**src/rtl/wfs_pkg.sv**
```systemverilog
package wfs_pkg;

  localparam int MAX_VARINT_BYTES_DEF = 10;
  localparam int COUNT_WIDTH_DEF      = 32;
  localparam int CFG_W                = 32;
  localparam int CFG_IDX_W            = 2;
  localparam int LEN_LIMIT_BITS       = 31;

  localparam logic [CFG_IDX_W-1:0] REG_BUFFER_LENGTH = 2'd0;
  localparam logic [CFG_IDX_W-1:0] REG_START_OFFSET  = 2'd1;
  localparam logic [CFG_IDX_W-1:0] REG_WINDOW_LENGTH = 2'd2;

  localparam logic [1:0] PART_TAG   = 2'd0;
  localparam logic [1:0] PART_LEN   = 2'd1;
  localparam logic [1:0] PART_VALUE = 2'd2;

  localparam logic [2:0] WT_VARINT  = 3'd0;
  localparam logic [2:0] WT_FIXED64 = 3'd1;
  localparam logic [2:0] WT_LEN     = 3'd2;
  localparam logic [2:0] WT_FIXED32 = 3'd5;

  localparam int FIXED64_BYTES = 8;
  localparam int FIXED32_BYTES = 4;

  localparam logic [3:0] ERR_NONE          = 4'd0;
  localparam logic [3:0] ERR_BAD_OFFSET    = 4'd1;
  localparam logic [3:0] ERR_BAD_TAG       = 4'd2;
  localparam logic [3:0] ERR_BAD_VARINT    = 4'd3;
  localparam logic [3:0] ERR_FIXED64_SHORT = 4'd4;
  localparam logic [3:0] ERR_FIXED32_SHORT = 4'd5;
  localparam logic [3:0] ERR_BAD_LENGTH    = 4'd6;
  localparam logic [3:0] ERR_LEN_LIMIT     = 4'd7;
  localparam logic [3:0] ERR_LEN_WINDOW    = 4'd8;
  localparam logic [3:0] ERR_BAD_TYPE      = 4'd9;

  typedef struct packed {
    logic [CFG_W-1:0] buffer_length;
    logic [CFG_W-1:0] start_offset;
    logic [CFG_W-1:0] window_length;
  } cfg_t;

  typedef struct packed {
    logic [7:0] byte_out;
    logic [1:0] part;
    logic [2:0] wire_type;
    logic       field_last;
    logic       window_last;
    logic [3:0] error_code;
  } res_t;

endpackage

```
**src/rtl/wfs_chan_if.sv**
```systemverilog
interface wfs_in_if;
  logic       valid;
  logic       ready;
  logic [7:0] data_byte;

  modport source (output valid, output data_byte, input ready);
  modport sink (input valid, input data_byte, output ready);
endinterface

interface wfs_out_if;
  logic       valid;
  logic       ready;
  logic [7:0] byte_out;
  logic [1:0] part;
  logic [2:0] wire_type;
  logic       field_last;
  logic       window_last;
  logic [3:0] error_code;

  modport source (output valid, output byte_out, output part, output wire_type,
                  output field_last, output window_last, output error_code,
                  input ready);
  modport sink (input valid, input byte_out, input part, input wire_type,
                input field_last, input window_last, input error_code,
                output ready);
endinterface

```
**src/rtl/wfs_core.sv**
```systemverilog
module wfs_core import wfs_pkg::*; #(
  parameter int MAX_VARINT_BYTES = MAX_VARINT_BYTES_DEF,
  parameter int COUNT_WIDTH      = COUNT_WIDTH_DEF
) (
  input  logic       clk,
  input  logic       rst_n,
  input  cfg_t       cfg,
  input  logic       step,
  input  logic [7:0] data_byte,
  output logic       res_v,
  output res_t       res
);

  localparam int CW    = COUNT_WIDTH;
  localparam int CMP_W = (CW > CFG_W) ? CW : CFG_W;

  typedef enum logic [5:0] {
    PH_SKIP    = 6'b000001,
    PH_TAG     = 6'b000010,
    PH_VALUE   = 6'b000100,
    PH_LEN     = 6'b001000,
    PH_PAYLOAD = 6'b010000,
    PH_DONE    = 6'b100000
  } phase_t;

  phase_t                    phase_r, phase_nxt;
  logic [CW-1:0]             pos_r, pos_nxt;
  logic [CW-1:0]             rw_r, rw_nxt;
  logic [CW-1:0]             pc_r, pc_nxt;
  logic [3:0]                vc_r, vc_nxt;
  logic [2:0]                wt_r, wt_nxt;
  logic [LEN_LIMIT_BITS-1:0] acc_r, acc_nxt;
  logic                      ovf_r, ovf_nxt;

  always_ff @(posedge clk) begin
    if (!rst_n) begin
      phase_r <= PH_SKIP;
      pos_r   <= '0;
      rw_r    <= '0;
      pc_r    <= '0;
      vc_r    <= '0;
      wt_r    <= '0;
      acc_r   <= '0;
      ovf_r   <= 1'b0;
    end else begin
      phase_r <= phase_nxt;
      pos_r   <= pos_nxt;
      rw_r    <= rw_nxt;
      pc_r    <= pc_nxt;
      vc_r    <= vc_nxt;
      wt_r    <= wt_nxt;
      acc_r   <= acc_nxt;
      ovf_r   <= ovf_nxt;
    end
  end

  always_comb begin
    logic             cont;
    logic             last;
    logic [CMP_W-1:0] win;
    logic [CMP_W-1:0] blen_x;
    logic [CMP_W-1:0] soff_x;
    logic [CMP_W-1:0] wlen_x;
    logic [CW-1:0]    pos_inc;
    logic [CW-1:0]    need;
    logic [6:0]       shamt;
    logic [63:0]      contrib;
    logic [1:0]       part;
    logic             fl;
    logic             wl;
    logic [3:0]       err;

    phase_nxt = phase_r;
    pos_nxt   = pos_r;
    rw_nxt    = rw_r;
    pc_nxt    = pc_r;
    vc_nxt    = vc_r;
    wt_nxt    = wt_r;
    acc_nxt   = acc_r;
    ovf_nxt   = ovf_r;
    res_v     = 1'b0;
    cont      = data_byte[7];
    last      = 1'b0;
    blen_x    = CMP_W'(cfg.buffer_length);
    soff_x    = CMP_W'(cfg.start_offset);
    wlen_x    = CMP_W'(cfg.window_length);
    win       = '0;
    pos_inc   = pos_r + 1'b1;
    need      = '0;
    shamt     = '0;
    contrib   = '0;
    part      = PART_TAG;
    fl        = 1'b0;
    wl        = 1'b0;
    err       = ERR_NONE;

    if (step && (cfg.buffer_length != '0)) begin
      if (pos_r == '0) begin
        phase_nxt = PH_SKIP;
        vc_nxt    = '0;
        wt_nxt    = '0;
        acc_nxt   = '0;
        ovf_nxt   = 1'b0;
        pc_nxt    = '0;
        if (soff_x > blen_x) begin
          rw_nxt    = '0;
          res_v     = 1'b1;
          err       = ERR_BAD_OFFSET;
          phase_nxt = PH_DONE;
        end else begin
          win = blen_x - soff_x;
          if ((wlen_x != '0) && (wlen_x < win)) begin
            win = wlen_x;
          end
          rw_nxt = CW'(win);
          if (rw_nxt == '0) begin
            phase_nxt = PH_DONE;
          end
        end
      end

      if ((phase_nxt == PH_SKIP) && (CMP_W'(pos_r) == soff_x)) begin
        phase_nxt = PH_TAG;
        vc_nxt    = '0;
      end

      if ((phase_nxt == PH_TAG) || (phase_nxt == PH_VALUE) || (phase_nxt == PH_LEN) ||
          (phase_nxt == PH_PAYLOAD)) begin
        if (rw_nxt == '0) begin
          phase_nxt = PH_DONE;
        end else begin
          rw_nxt = rw_nxt - 1'b1;
          last   = (rw_nxt == '0);
          res_v  = 1'b1;
          case (phase_nxt)
            PH_TAG: begin
              part   = PART_TAG;
              vc_nxt = vc_nxt + 4'd1;
              if (vc_nxt == 4'd1) begin
                wt_nxt = data_byte[2:0];
              end
              if (cont) begin
                if ((vc_nxt >= 4'(MAX_VARINT_BYTES)) || last) begin
                  err = ERR_BAD_TAG;
                  wl  = last;
                end
              end else begin
                vc_nxt = '0;
                case (wt_nxt)
                  WT_VARINT: begin
                    if (last) begin
                      err = ERR_BAD_VARINT;
                      wl  = 1'b1;
                    end else begin
                      phase_nxt = PH_VALUE;
                    end
                  end
                  WT_FIXED64, WT_FIXED32: begin
                    need = (wt_nxt == WT_FIXED64) ? CW'(FIXED64_BYTES) : CW'(FIXED32_BYTES);
                    if (rw_nxt < need) begin
                      err = (wt_nxt == WT_FIXED64) ? ERR_FIXED64_SHORT : ERR_FIXED32_SHORT;
                      wl  = last;
                    end else begin
                      pc_nxt    = need;
                      phase_nxt = PH_PAYLOAD;
                    end
                  end
                  WT_LEN: begin
                    if (last) begin
                      err = ERR_BAD_LENGTH;
                      wl  = 1'b1;
                    end else begin
                      acc_nxt   = '0;
                      ovf_nxt   = 1'b0;
                      phase_nxt = PH_LEN;
                    end
                  end
                  default: begin
                    err = ERR_BAD_TYPE;
                    wl  = last;
                  end
                endcase
              end
            end
            PH_VALUE: begin
              part   = PART_VALUE;
              vc_nxt = vc_nxt + 4'd1;
              if (cont) begin
                if ((vc_nxt >= 4'(MAX_VARINT_BYTES)) || last) begin
                  err = ERR_BAD_VARINT;
                  wl  = last;
                end
              end else begin
                vc_nxt    = '0;
                phase_nxt = last ? PH_DONE : PH_TAG;
                fl        = 1'b1;
                wl        = last;
              end
            end
            PH_LEN: begin
              part    = PART_LEN;
              shamt   = 7'(vc_nxt) * 7'd7;
              contrib = 64'(data_byte[6:0]) << shamt;
              if (shamt < 7'd64) begin
                if (contrib[63:LEN_LIMIT_BITS] != '0) begin
                  ovf_nxt = 1'b1;
                end
                acc_nxt = acc_nxt | contrib[LEN_LIMIT_BITS-1:0];
              end
              vc_nxt = vc_nxt + 4'd1;
              if (cont) begin
                if ((vc_nxt >= 4'(MAX_VARINT_BYTES)) || last) begin
                  err = ERR_BAD_LENGTH;
                  wl  = last;
                end
              end else begin
                vc_nxt = '0;
                if (ovf_nxt) begin
                  err = ERR_LEN_LIMIT;
                  wl  = last;
                end else if (CMP_W'(acc_nxt) > CMP_W'(rw_nxt)) begin
                  err = ERR_LEN_WINDOW;
                  wl  = last;
                end else if (acc_nxt == '0) begin
                  phase_nxt = last ? PH_DONE : PH_TAG;
                  fl        = 1'b1;
                  wl        = last;
                end else begin
                  pc_nxt    = CW'(acc_nxt);
                  phase_nxt = PH_PAYLOAD;
                end
              end
            end
            PH_PAYLOAD: begin
              part   = PART_VALUE;
              pc_nxt = pc_nxt - 1'b1;
              wl     = last;
              if (pc_nxt == '0) begin
                phase_nxt = last ? PH_DONE : PH_TAG;
                fl        = 1'b1;
              end else if (last) begin
                phase_nxt = PH_DONE;
              end
            end
            default: begin
              res_v = 1'b0;
            end
          endcase
        end
      end

      if (res_v && (err != ERR_NONE)) begin
        phase_nxt = PH_DONE;
      end

      pos_nxt = pos_inc;
      if ((CMP_W'(pos_inc) >= blen_x) || (pos_inc == '0)) begin
        pos_nxt   = '0;
        phase_nxt = PH_SKIP;
      end
    end

    res = '{byte_out: data_byte, part: part, wire_type: wt_nxt, field_last: fl,
            window_last: wl, error_code: err};
  end

endmodule

```
**src/rtl/wire_field_splitter_unit.sv**
```systemverilog
// Protobuf wire-format field splitter.
// in_ch carries the raw bytes of one buffer, one request per byte. out_ch
// carries one request per labeled byte of the split window: the byte, its
// part (tag, length prefix, value), the field's wire type, field and window
// end flags and an error code. Skipped bytes, bytes after the window and
// bytes after an error produce nothing; the block stays silent until the
// buffer ends, then the next byte starts a new buffer.
// The cfg port writes buffer_length, start_offset and window_length; write
// them only while no byte is in flight. They apply from the buffer's first
// byte on.
// The input register takes the byte, then the result register takes its
// label once the result register is free. Throughput: one byte per cycle
// while out_ch does not stall, set by the single-pass labeling step
// between the two registers.
// When out_ch stalls, the result register holds, the input register holds
// one more byte, and in_ch.ready drops once both are full.
// Reset clears the configuration to zero and the parser to the skip phase;
// no buffer is split until buffer_length is written nonzero.
module wire_field_splitter_unit import wfs_pkg::*; #(
  parameter int MAX_VARINT_BYTES = MAX_VARINT_BYTES_DEF,
  parameter int COUNT_WIDTH      = COUNT_WIDTH_DEF
) (
  input  logic                 clk,
  input  logic                 rst_n,
  wfs_in_if.sink               in_ch,
  wfs_out_if.source            out_ch,
  input  logic                 cfg_we,
  input  logic [CFG_IDX_W-1:0] cfg_index,
  input  logic [CFG_W-1:0]     cfg_wdata
);

  cfg_t       cfg_r;
  logic       s1_v_r;
  logic [7:0] s1_byte_r;
  logic       out_v_r;
  res_t       out_res_r;
  logic       advance;
  logic       in_ready;
  logic       core_res_v;
  res_t       core_res;

  assign advance  = s1_v_r && (!out_v_r || out_ch.ready);
  assign in_ready = !s1_v_r || advance;

  always_ff @(posedge clk) begin
    if (!rst_n) begin
      cfg_r <= '0;
    end else if (cfg_we) begin
      case (cfg_index)
        REG_BUFFER_LENGTH: cfg_r.buffer_length <= cfg_wdata;
        REG_START_OFFSET:  cfg_r.start_offset  <= cfg_wdata;
        REG_WINDOW_LENGTH: cfg_r.window_length <= cfg_wdata;
        default: ;
      endcase
    end
  end

  always_ff @(posedge clk) begin
    if (!rst_n) begin
      s1_v_r <= 1'b0;
    end else if (in_ch.valid && in_ready) begin
      s1_v_r <= 1'b1;
    end else if (advance) begin
      s1_v_r <= 1'b0;
    end
  end

  always_ff @(posedge clk) begin
    if (in_ch.valid && in_ready) begin
      s1_byte_r <= in_ch.data_byte;
    end
  end

  wfs_core #(
    .MAX_VARINT_BYTES (MAX_VARINT_BYTES),
    .COUNT_WIDTH      (COUNT_WIDTH)
  ) u_core (
    .clk       (clk),
    .rst_n     (rst_n),
    .cfg       (cfg_r),
    .step      (advance),
    .data_byte (s1_byte_r),
    .res_v     (core_res_v),
    .res       (core_res)
  );

  always_ff @(posedge clk) begin
    if (!rst_n) begin
      out_v_r <= 1'b0;
    end else if (advance) begin
      out_v_r <= core_res_v;
    end else if (out_ch.ready) begin
      out_v_r <= 1'b0;
    end
  end

  always_ff @(posedge clk) begin
    if (advance && core_res_v) begin
      out_res_r <= core_res;
    end
  end

  assign in_ch.ready        = in_ready;
  assign out_ch.valid       = out_v_r;
  assign out_ch.byte_out    = out_res_r.byte_out;
  assign out_ch.part        = out_res_r.part;
  assign out_ch.wire_type   = out_res_r.wire_type;
  assign out_ch.field_last  = out_res_r.field_last;
  assign out_ch.window_last = out_res_r.window_last;
  assign out_ch.error_code  = out_res_r.error_code;

  a_empty_buffer_silent: assert property (@(posedge clk) disable iff (!rst_n)
    (advance && (cfg_r.buffer_length == '0)) |=> !out_v_r)
    else $error("result produced while buffer_length is zero");

  a_error_not_field_end: assert property (@(posedge clk) disable iff (!rst_n)
    (out_v_r && (out_ch.error_code != ERR_NONE)) |-> !out_ch.field_last)
    else $error("error result marks a field end");

  a_tag_not_field_end: assert property (@(posedge clk) disable iff (!rst_n)
    (out_v_r && out_ch.field_last) |-> (out_ch.part != PART_TAG))
    else $error("tag byte marked as field end");

  a_input_held: assert property (@(posedge clk) disable iff (!rst_n)
    (s1_v_r && !advance) |=> (s1_v_r && $stable(s1_byte_r)))
    else $error("pending byte dropped from input register");

endmodule
```
**src/flat_wrapper.sv**
```systemverilog
// flat-port wrapper written by rule: the top's interface ports become plain ports
module wire_field_splitter_unit_flat import wfs_pkg::*;
#(
  parameter int MAX_VARINT_BYTES = MAX_VARINT_BYTES_DEF,
  parameter int COUNT_WIDTH      = COUNT_WIDTH_DEF
)
  (clk, rst_n, cfg_we, cfg_index, cfg_wdata, in_ch_valid, in_ch_data_byte, in_ch_ready, out_ch_valid, out_ch_byte_out, out_ch_part, out_ch_wire_type, out_ch_field_last, out_ch_window_last, out_ch_error_code, out_ch_ready);
  wfs_in_if in_ch_i ();
  wfs_out_if out_ch_i ();
  input  logic clk;
  input  logic rst_n;
  input  logic cfg_we;
  input  logic [CFG_IDX_W-1:0] cfg_index;
  input  logic [CFG_W-1:0] cfg_wdata;
  input wire logic [$bits(in_ch_i.valid)-1:0] in_ch_valid;
  input wire logic [$bits(in_ch_i.data_byte)-1:0] in_ch_data_byte;
  output wire logic [$bits(in_ch_i.ready)-1:0] in_ch_ready;
  output wire logic [$bits(out_ch_i.valid)-1:0] out_ch_valid;
  output wire logic [$bits(out_ch_i.byte_out)-1:0] out_ch_byte_out;
  output wire logic [$bits(out_ch_i.part)-1:0] out_ch_part;
  output wire logic [$bits(out_ch_i.wire_type)-1:0] out_ch_wire_type;
  output wire logic [$bits(out_ch_i.field_last)-1:0] out_ch_field_last;
  output wire logic [$bits(out_ch_i.window_last)-1:0] out_ch_window_last;
  output wire logic [$bits(out_ch_i.error_code)-1:0] out_ch_error_code;
  input wire logic [$bits(out_ch_i.ready)-1:0] out_ch_ready;
  assign in_ch_i.valid = in_ch_valid;
  assign in_ch_i.data_byte = in_ch_data_byte;
  assign in_ch_ready = in_ch_i.ready;
  assign out_ch_valid = out_ch_i.valid;
  assign out_ch_byte_out = out_ch_i.byte_out;
  assign out_ch_part = out_ch_i.part;
  assign out_ch_wire_type = out_ch_i.wire_type;
  assign out_ch_field_last = out_ch_i.field_last;
  assign out_ch_window_last = out_ch_i.window_last;
  assign out_ch_error_code = out_ch_i.error_code;
  assign out_ch_i.ready = out_ch_ready;
  wire_field_splitter_unit #(.MAX_VARINT_BYTES(MAX_VARINT_BYTES), .COUNT_WIDTH(COUNT_WIDTH)) u_core (.clk(clk), .rst_n(rst_n), .in_ch(in_ch_i), .out_ch(out_ch_i), .cfg_we(cfg_we), .cfg_index(cfg_index), .cfg_wdata(cfg_wdata));
endmodule
```
**config.mk**
```make
export PLATFORM = sky130hd
export DESIGN_NAME = wire_field_splitter_unit_flat
export DESIGN_NICKNAME = d
export VERILOG_FILES = /design/src/rtl/wfs_pkg.sv /design/src/rtl/wfs_chan_if.sv /design/src/rtl/wfs_core.sv /design/src/rtl/wire_field_splitter_unit.sv /design/src/flat_wrapper.sv
export SDC_FILE = /design/constraint.sdc
export NUM_CORES = 1
export LEC_CHECK = 0
export BUFFER_PORTS_ARGS = -buffer_cell sky130_fd_sc_hd__buf_4
export CELL_PAD_IN_SITES_DETAIL_PLACEMENT = 0
export CELL_PAD_IN_SITES_GLOBAL_PLACEMENT = 2
export CORE_UTILIZATION = 41
export CTS_BUF_LIST = sky130_fd_sc_hd__clkbuf_4 sky130_fd_sc_hd__clkbuf_8 sky130_fd_sc_hd__clkbuf_16
export DETAILED_ROUTE_END_ITERATION = 8
export PLACE_DENSITY = 0.87
export SYNTH_ARGS = -nofsm -noshare
export SYNTH_HDL_FRONTEND = slang
export SYNTH_SLANG_ARGS = --single-unit
```
**constraint.sdc**
```tcl
create_clock -name clk -period 26.4 [get_ports clk]
set_clock_uncertainty 0.1 [all_clocks]
set_input_delay 2.64 -clock clk [delete_from_list [all_inputs] [get_ports clk]]
set_output_delay 2.64 -clock clk [all_outputs]
set_load 0.1 [all_outputs]
```
After elaboration in Yosys (flattened, before gate mapping) --
Index checks and enable logic that the tools add are counted. Widths: inputs -> output; s select.
Storage, ports and cells: flip-flop bits (word level) 266, bits of input ports 47, output and inout port bits 21
Cells by class: multiply operators 1, equal/unequal tests 12, reductions and logical operators 40, add/sub/neg operators 5, shift-type cells 1, magnitude comparators 7, muxes and demuxes 139, bitwise gates (word level) 3
Operators with widths (count):
- $mux 32 | 21
- $mux 31 | 12
- $logic_not 32->1 | 6
- $mux 6 | 22
- $pmux 32 s3 | 1
- $mux 4 | 22
- $reduce_bool 32->1 | 2
- $shl 7x7->64 | 1
- $sub 32x1->32 const B | 2
- $pmux 31 s2 | 1
- $mux 1 | 41
- $reduce_bool 33->1 | 1
- $add 32x1->32 const B | 1
- $eq 32x32->1 | 1
- $ge 32x32->1 | 1
- $gt 31x32->1 | 1
- $gt 32x32->1 | 1
- $lt 32x32->1 | 1
- $lt 32x4->1 | 1
- $sub 32x32->32 | 1
- $logic_not 31->1 | 1
- $or 31x31->31 | 1
- $mux 3 | 10
- $pmux 4 s3 | 2
- other kinds (33) | 54

Longest topological paths before layout --
Gate-level depths: netlist of the first run.
depth in word-level cells 37, gate-level depth with buffers 51

Hierarchy --
Synthesis of the first run repeated with hierarchy kept, for this count alone.
Second synthesis, totals: cells, all modules 2951, area, all modules 22918.2 um^2
Modules (own cells, without submodules):
- wfs_core | times used 1, sequential area each 2822.7 um^2, area an instance 18337.6 um^2, cells an instance 2564
- wire_field_splitter_unit | times used 1, sequential area each 2772.7 um^2, area an instance 4580.6 um^2, cells an instance 387

Least setup slack after synthesis of the first run --
No wires, ideal clock.
path type reg2reg, start point reg u_core.cfg_r[32] (netlist name), end point reg u_core.u_core.pc_r[17], required time 26.226 ns, setup slack 17.338 ns, stages on the path, launching flop included 46, clock period less this slack 9.062 ns, setup time 0.074 ns, arrival time 8.887 ns, cells stage by stage dfxtp_1 ha_1 inv_1 fa_1 a21o_1 a221o_2 a31o_1 or2_4 o221a_2 nand3_1 ha_1 nand4_1 nor4_1 a221oi_1 nand4_1 nor2_2 buf_2 buf_1 (+10 left out) nand4_1 nor2_1 xnor2_1 ha_1 a21o_1 a21o_1 a221o_1 o21ai_0 o31a_1 a21oi_1 o31a_1 a211o_1 clkbuf_1 or2_2 nor2_1 a22o_1 nand2_1 a31oi_1
On the way: longest elaborated chain between the ends 32, elaborated cells on any way between the ends 72, classes of those cells add/sub: 3; mul: 1; order compare: 5; eq/ne: 9; shift: 1; mux: 42; bitwise: 1; reduce/logical: 10
RTL lines:
- start, declared | line wire_field_splitter_unit.sv:32 | cfg_t cfg_r;
- parallel branches: the longest is 31 deep, another holds $sub 32x32->32
- $mux 32 * | line wfs_core.sv:127 | if ((phase_nxt == PH_TAG) || (phase_nxt == PH_VALUE) || (phase_nxt == PH_LEN) ||
- end signal, assigned | line wfs_core.sv:49 | pc_r <= pc_nxt;
- end, declared | line wfs_core.sv:29 | logic [CW-1:0] pc_r, pc_nxt;
Every way passes the cells marked *. The select of a mux whose other input is x is not followed. A chain may end at the register's enable or synchronous reset.

Worst setup path after layout of the first run --
start point reg u_core.cfg_r[50] (netlist name), end point reg u_core.u_core.pc_r[22]
Same word-level chain as after synthesis.

==> flow_summary.ini, run 1 <==
[run_status]
status = finished clean

[cells_and_area]
finalInstanceArea_um2 = 24500
final_nets = 3220
syn_to_final_growth_pct = 9.478
layout-drive-gt1-share_pct = 8.850
post-route-util_pct = 45.43
n_antenna_cell = 0
fillers = 5581

[worst_hold_path]
hold_depth = 2
hold_path.class = reg2reg
holdPathEnd = u_core.u_core.rw_r[31]$_SDFFE_PN0P_
min_from = u_core.u_core.rw_r[31]$_SDFFE_PN0P_

[floorplan]
coreArea_um2 = 53920
std_cell_rows = 85
die_h_um = 235.6
die_area_um2 = 55510
ios = 68
die_w_um = 235.6
initial_core_util_pct = 41.50

[power_and_ir_drop]
netSwitchingPower_mw = 0.7097
p_int_mw = 0.9454
p_sw_share_pct = 42.88
ir_drop_mv = 0.04946
power.density_nw_per_um2 = 67.56
p_clk_share_pct = 31.4
p_seq_share_pct = 26.7
comb_power_share_pct = 41.9
p_leak_nw = 9.868

[worst_setup_path]
reg2reg_slack_ns = 14.79
cp_slowest_cell = a211o_1
r2r_cells = 42
worstPathArrival_ns = 11.97
critPathLaunchType = flip-flop
end_kind = flip-flop
r2r_start = u_core.cfg_r[50]$_SDFFE_PN0P_
cp_max_fo = 36
r2r_end = u_core.u_core.pc_r[22]$_SDFFE_PN0P_
max_stage_delay_ns = 0.88
crit_required_ns = 26.76
crit_path_frequent_cell = a21oi_1
critPathKind = reg2reg

[clocking]
cts_resized = 0
cts_tree = built
cts-root-buf = clkbuf_16
cts_buffers = 36
cts.hold.buffers_added = 0
clk_path_buf_depth = 3
cts.sinks = 266
cts-htree-levels = 2
postCtsSetupRepairBufs = 0
path_clk_slew_ns = 0.06
clkLatencyLatePin_ns = 0.57

[drt]
drt.antenna.violating_nets = 0
vias = 23990
route.detailed.drc = 0
detail_route.wl_per_cell_um = 25.78
vias_per_cell = 6.401
drt-pass1-iter-count = 6
wl_mm = 96.60
drt_iter0_drc = 2537

[logic_synthesis]
synth_flop_cell = dfxtp_1
synth_fp_nets = 3271
synth-edff-count = 27
syn_area_um2 = 22380
ys_top_cells_by_area = dfxtp_1 21%, nand2_1 8.1%, ha_1 7.9%
synth_cell_types = 122
synthArstFlopShare_pct = 0
yosysTopAreaCell = dfxtp_1
synth.top_cell.area_share_pct = 21.38
ys_ff_latch = 266
avgSynthCellArea_um2 = 7.270
yosys_warnings = 0
synth-seq-area-share_pct = 25.01
synth_cells = 3078

[timing]
max_freq_mhz = 86.15
maxSlewHeadroom_pct = 23.74
slew_violations = 0
setup_viol = 0
period_share_pct = 43.97
finalSetupTns_ns = 0
finalHoldViolCount = 0
max_slew.worst_pin.slew_ns = 1.143
rsz0062_at_grt = no
period_minus_slack_ns = 11.61

[global_route]
grt_max_degree = 85
grt.total_usage_pct = 34.02
antenna_found_initial = 0
overflow = 0
grt_pass1_wl_mm = 144.2
grt_pass1_vias = 22390

[placement]
gp_congestion = 0.9710
hpwlAfterDp_mm = 73.34
io_buffers = 67
placed_area_um2 = 23280

[flow_run]
cap_violations = 0
-- cell type report --
cell class	count	area, um^2	area share [%]
clock buffer	50	1067	4.357
multi-input combinational	2465	15430	63.00
tap	696	870.8	3.555
sequential	266	5595	22.84
clock inverter	12	145.1	0.5925
timing repair buffer	110	825.8	3.371
inverter	148	560.5	2.288
-- power by group through the flow --
stage	clock network (mW)	logic, mW	registers [mW]
after floorplan	0	0.450	0.457
after detailed placement	0	0.670	0.449
after global routing	0.541	0.742	0.442
after CTS	0.527	0.674	0.441
final	0.519	0.694	0.442
after global placement	0	0.666	0.449
-- worst max-delay path: cells and delay by family (launching register included) --
| family | cells | cell delay [ns] |
|---|---|---|
| compound gates | 19 | 5.30 |
| simple gates | 13 | 2.66 |
| fa+ha+maj | 4 | 1.39 |
| buf+inv | 5 | 0.96 |
| xor+xnor | 1 | 0.62 |
| flops | 1 | 0.38 |
-- per-stage QoR --
stage / setup WS (ns) / power (mW) / hold slack (ns) / instances
4_1_cts: 15.10 / 1.641 / 0.3561 / 3747
3_3_place_gp: 15.38 / 1.115 / 0.3426 / 3685
5_1_grt: 14.05 / 1.725 / 0.3678 / 3747
3_5_place_dp: 15.14 / 1.119 / 0.3475 / 3685
6_report: 14.79 / 1.655 / 0.3570 / 3747
2_1_floorplan: 17.34 / 0.9077 / 0.3244 / 3078
-- Yosys cell counts (all sizes together) (56+ instances only) --
master    n
inv     148
ha      142
nor3    111
o21ai   161
buf      56
a21oi   330
a22o     65
nand3    79
xnor2    63
xor2     73
clkbuf  143
nor4     71
nand4    64
nor2    253
nand2   484
dfxtp   239
-- cell usage in the layout (no fill, tap or decap), types with 16 or more instances in the layout --
master and count:
a31oi_1 31, or3_1 29, mux2i_1 25, a21o_1 37, nand2_1 483, xor2_1 71
dfxtp_1 239, inv_1 146, a22o_1 65, nor3_1 106, o22ai_1 17, edfxtp_1 27
nand3_1 77, o21ai_0 144, xnor2_1 61, and3_1 31, a22oi_1 19, o21a_1 22
o21ai_1 16, and2_1 32, clkbuf_16 37, buf_4 110, ha_1 142, o211ai_1 22
nand2b_1 17, or4_1 20, nor2_1 247, nor4_1 64, nand4_1 63, a21oi_1 325
-- kinds of logic (layout without fill, tap and decap cells) --
family	count (synthesis)	after routing	share of synthesized area, %
simple gates	1280	1280	27.85
compound gates	876	876	25.87
buf+inv	347	320	6.251
flops	266	266	25.01
fa+ha+maj	146	146	8.298
xor+xnor	136	136	5.508
mux	27	27	1.219
-- worst max path at each step --
stage                                  startpoint                                     to  slack [ns]
global route        u_core.cfg_r[35]$_SDFFE_PN0P_    u_core.u_core.pc_r[22]$_SDFFE_PN0P_       14.05
global placement    u_core.cfg_r[35]$_SDFFE_PN0P_  u_core.u_core.phase_r[4]$_SDFFE_PN0P_       15.38
floorplan           u_core.cfg_r[32]$_SDFFE_PN0P_    u_core.u_core.pc_r[17]$_SDFFE_PN0P_       17.34
finish              u_core.cfg_r[50]$_SDFFE_PN0P_    u_core.u_core.pc_r[22]$_SDFFE_PN0P_       14.79
detailed placement  u_core.cfg_r[36]$_SDFFE_PN0P_    u_core.u_core.pc_r[22]$_SDFFE_PN0P_       15.14
CTS                 u_core.cfg_r[35]$_SDFFE_PN0P_    u_core.u_core.pc_r[22]$_SDFFE_PN0P_       15.10
-- layer usage --
| layer | global-route usage (%) | up-vias | wire length (um) |
|---|---|---|---|
| li1 | - | 11020 | - |
| met1 | 46.40 | 11590 | 42080 |
| met2 | 52.04 | 1168 | 41470 |
| met3 | 5.546 | 210 | 8196 |
| met4 | 16.34 | 0 | 4855 |
| met5 | 0 | - | 0 |
-- registers in the layout (all words and copies together), names as in the netlist --
name and cells:
u_core.u_core.rw_r 32, u_core.out_ch.window_last 1, u_core.u_core.ovf_r 1, u_core.out_ch.field_last 1, u_core.cfg_r 96, u_core.u_core.phase_r 6
u_core.out_ch.byte_out 8, u_core.s1_byte_r 8, u_core.u_core.acc_r 31, u_core.u_core.pc_r 32, u_core.s1_v_r 1, u_core.out_ch.valid 1
u_core.u_core.pos_r 32, u_core.u_core.vc_r 4, u_core.out_ch.part 2, u_core.out_ch.error_code 4, u_core.out_ch.wire_type 3, u_core.u_core.wt_r 3
No activity file was read; power rests on OpenSTA's default activity.
==> run 2, diff against run 1 <==
- ABC_AREA: default -> 1
- CORE_UTILIZATION: 41 -> 32
- PLACE_DENSITY: 0.87 -> 0.77
- clock period: 26.4 -> 9.5 ns (I/O delays scaled with it)
==> run 2 against run 1 <==
  * Sequential power increased to 2.8 times the previous value
  * Via count increased by 1.1%
  * Count of clock-buffer cells in the layout unchanged
  * Largest cell class unchanged
==> flow_summary.ini, run 2 <==
[drt]
vias = 24250
drt_iter0_drc = 2462
drt.antenna.violating_nets = 0
route.detailed.drc = 0
detail_route.wl_per_cell_um = 21.92
wl_mm = 99.09
drt-pass1-iter-count = 5
vias_per_cell = 5.363

[floorplan]
coreArea_um2 = 67750
initial_core_util_pct = 32.62
die_w_um = 264.8
std_cell_rows = 95
ios = 68
die_area_um2 = 70130
die_h_um = 264.8

[cells_and_area]
layout-drive-gt1-share_pct = 15.87
final_common_cell = nand2_1
mostFrequentLayoutCells = 841 x nand2_1, 466 x inv_1, 346 x a21oi_1
largest_register_ffs = 96
n_antenna_cell = 0
regMostFlops = u_core.cfg_r
syn_to_final_growth_pct = 20.24
final_nets = 3809

[logic_synthesis]
ys_top_cells_by_area = dfxtp_1 22%, nand2_1 15%, a21oi_1 8.4%
synth_cells = 3502
synth.top_cell.area_share_pct = 21.65
synth_cell_types = 68
synth_flop_cell = dfxtp_1
synth_fp_nets = 3695
synthArstFlopShare_pct = 0
syn_area_um2 = 22100
synth_common_cells = 880 x nand2_1, 479 x inv_1, 371 x a21oi_1
synth.most_common_cell = nand2_1
yosys_warnings = 0
yosysTopAreaCell = dfxtp_1
synth-seq-area-share_pct = 25.31
ys_ff_latch = 266
avgSynthCellArea_um2 = 6.312
synth-edff-count = 27

[placement]
hpwlAfterDp_mm = 76.62
io_buffers = 67
gp_congestion = 0.9608

[worst_setup_path]
critPathLaunchType = flip-flop
max_stage_delay_ns = 0.54
r2r_cells = 58
crit_required_ns = 9.92
crit_path_frequent_cell = nand2_1
reg2reg_slack_ns = 0.58
worstPathArrival_ns = 9.34
cp_max_fo = 7
critPathKind = reg2reg
r2r_end = u_core.u_core.pc_r[10]$_SDFFE_PN0P_
end_kind = flip-flop
r2r_start = u_core.cfg_r[51]$_SDFFE_PN0P_
cp_slowest_cell = fa_1

[timing]
period_minus_slack_ns = 8.923
setup_viol = 0
max_freq_mhz = 112.1
finalSetupTns_ns = 0
slew_violations = 0
maxSlewHeadroom_pct = 26.12
finalHoldViolCount = 0
period_share_pct = 93.93
rsz0062_at_grt = yes
max_slew.worst_pin.slew_ns = 1.104

[clocking]
cts-htree-levels = 2
cts.sinks = 266
clk_path_buf_depth = 3
cts_buffers = 40
cts_tree = built
clkLatencyLatePin_ns = 0.59
cts-root-buf = clkbuf_16
path_clk_slew_ns = 0.06

[power_and_ir_drop]
p_leak_nw = 12.23
ir_drop_mv = 0.1294
total_power_mw = 4.879
power.density_nw_per_um2 = 183.6

[global_route]
antenna_found_initial = 1
grt.total_usage_pct = 27.53
overflow = 0
grt_max_degree = 76
grt_pass1_wl_mm = 146.4
grt_pass1_vias = 22330

[worst_hold_path]
min_from = u_core.s1_byte_r[2]$_DFFE_PP_
hold_path.class = reg2reg
holdPathEnd = u_core.out_ch.byte_out[2]$_DFFE_PP_
hold_depth = 0

[run_status]
status = finished clean

[flow_run]
cap_violations = 0
run 2: cell types whose count changed after synthesis, sizes merged, moves of 51 or more:
cell / delta
nand2: +420
inv: +366
o21ai: +94
nand3: +91
a22o: -65
nor2: +64
nor3: -63
clkbuf: -51
run 2: cell type report:
class	instances	area [um^2]
fillers	7300	41180
multi-input cells	2588	14870
flip-flops and latches	266	5609
inverters	518	1952
repair buffers	202	1643
clock buffers	50	1142
well taps	873	1092
clock inverters	24	272.8
run 2: timing repair:
item,CTS,global route
cloned,0,6
setup buffers,3,31
gates resized for setup,5,242
hold buffers,0,0
pin swaps,1,61
setup endpoints to repair,36,40
run 2: worst max path at each step:
stage	startpoint	endpoint	slack, ns
after global placement	u_core.cfg_r[41]$_SDFFE_PN0P_	u_core.u_core.pc_r[26]$_SDFFE_PN0P_	-0.33
after CTS	u_core.cfg_r[64]$_SDFFE_PN0P_	u_core.u_core.pc_r[4]$_SDFFE_PN0P_	0.004
after detailed placement	u_core.cfg_r[64]$_SDFFE_PN0P_	u_core.u_core.pc_r[26]$_SDFFE_PN0P_	-0.28
final	u_core.cfg_r[51]$_SDFFE_PN0P_	u_core.u_core.pc_r[10]$_SDFFE_PN0P_	0.58
after global routing	u_core.cfg_r[51]$_SDFFE_PN0P_	u_core.u_core.pc_r[0]$_SDFFE_PN0P_	-0.08
after floorplan	u_core.cfg_r[64]$_SDFFE_PN0P_	u_core.u_core.pc_r[3]$_SDFFE_PN0P_	1.19
run 2: through the flow:
step / area [um^2] / util (%) / hold WS, ns / cells / setup WS, ns
final: 26580 / 39.23 / 0.3550 / 4521 / 0.5770
after floorplan: 22100 / - / 0.3264 / 3502 / 1.187
after CTS: 25300 / 37.34 / 0.3588 / 4484 / 0.004095
after detailed placement: 23850 / 35.21 / 0.3457 / 4407 / -0.2833
after global routing: 26580 / 39.23 / 0.3778 / 4521 / -0.08231
after global placement: 23850 / 35.21 / 0.3444 / 4407 / -0.3294
run 2: cell families after synthesis:
logic type      Yosys count  synth area share, %
simple gates           1577                31.35
compound gates          779                19.89
buf+inv                 649                11.60
flops                   266                25.31
fa+ha+maj               146                8.400
xor+xnor                 85                3.436
run 2: power by group:
group	internal [mW]	switching [mW]	total (mW)	leakage (nW)
logic	0.632	1.39	2.02	9.32
registers	1.19	0.0375	1.23	2.21
clock network	0.991	0.637	1.63	0.699
total	2.81	2.07	4.88	12.2
run 2: per-layer routing:
| layer | part of all wire [%] | routed length [um] | track usage [%] |
|---|---|---|---|
| met5 | 0 | 0 | 0 |
| met4 | 1.8 | 1735 | 5.624 |
| met2 | 41 | 40390 | 39.70 |
| met3 | 6.6 | 6517 | 3.660 |
| met1 | 51 | 50450 | 42.73 |
run 2: worst max-delay path, delay by kind of cell, from the launching register on:
family | cells | cell delay [ns]
simple gates | 35 | 4.28
fa+ha+maj | 5 | 1.76
compound gates | 11 | 1.57
buf+inv | 7 | 0.83
flops | 1 | 0.33
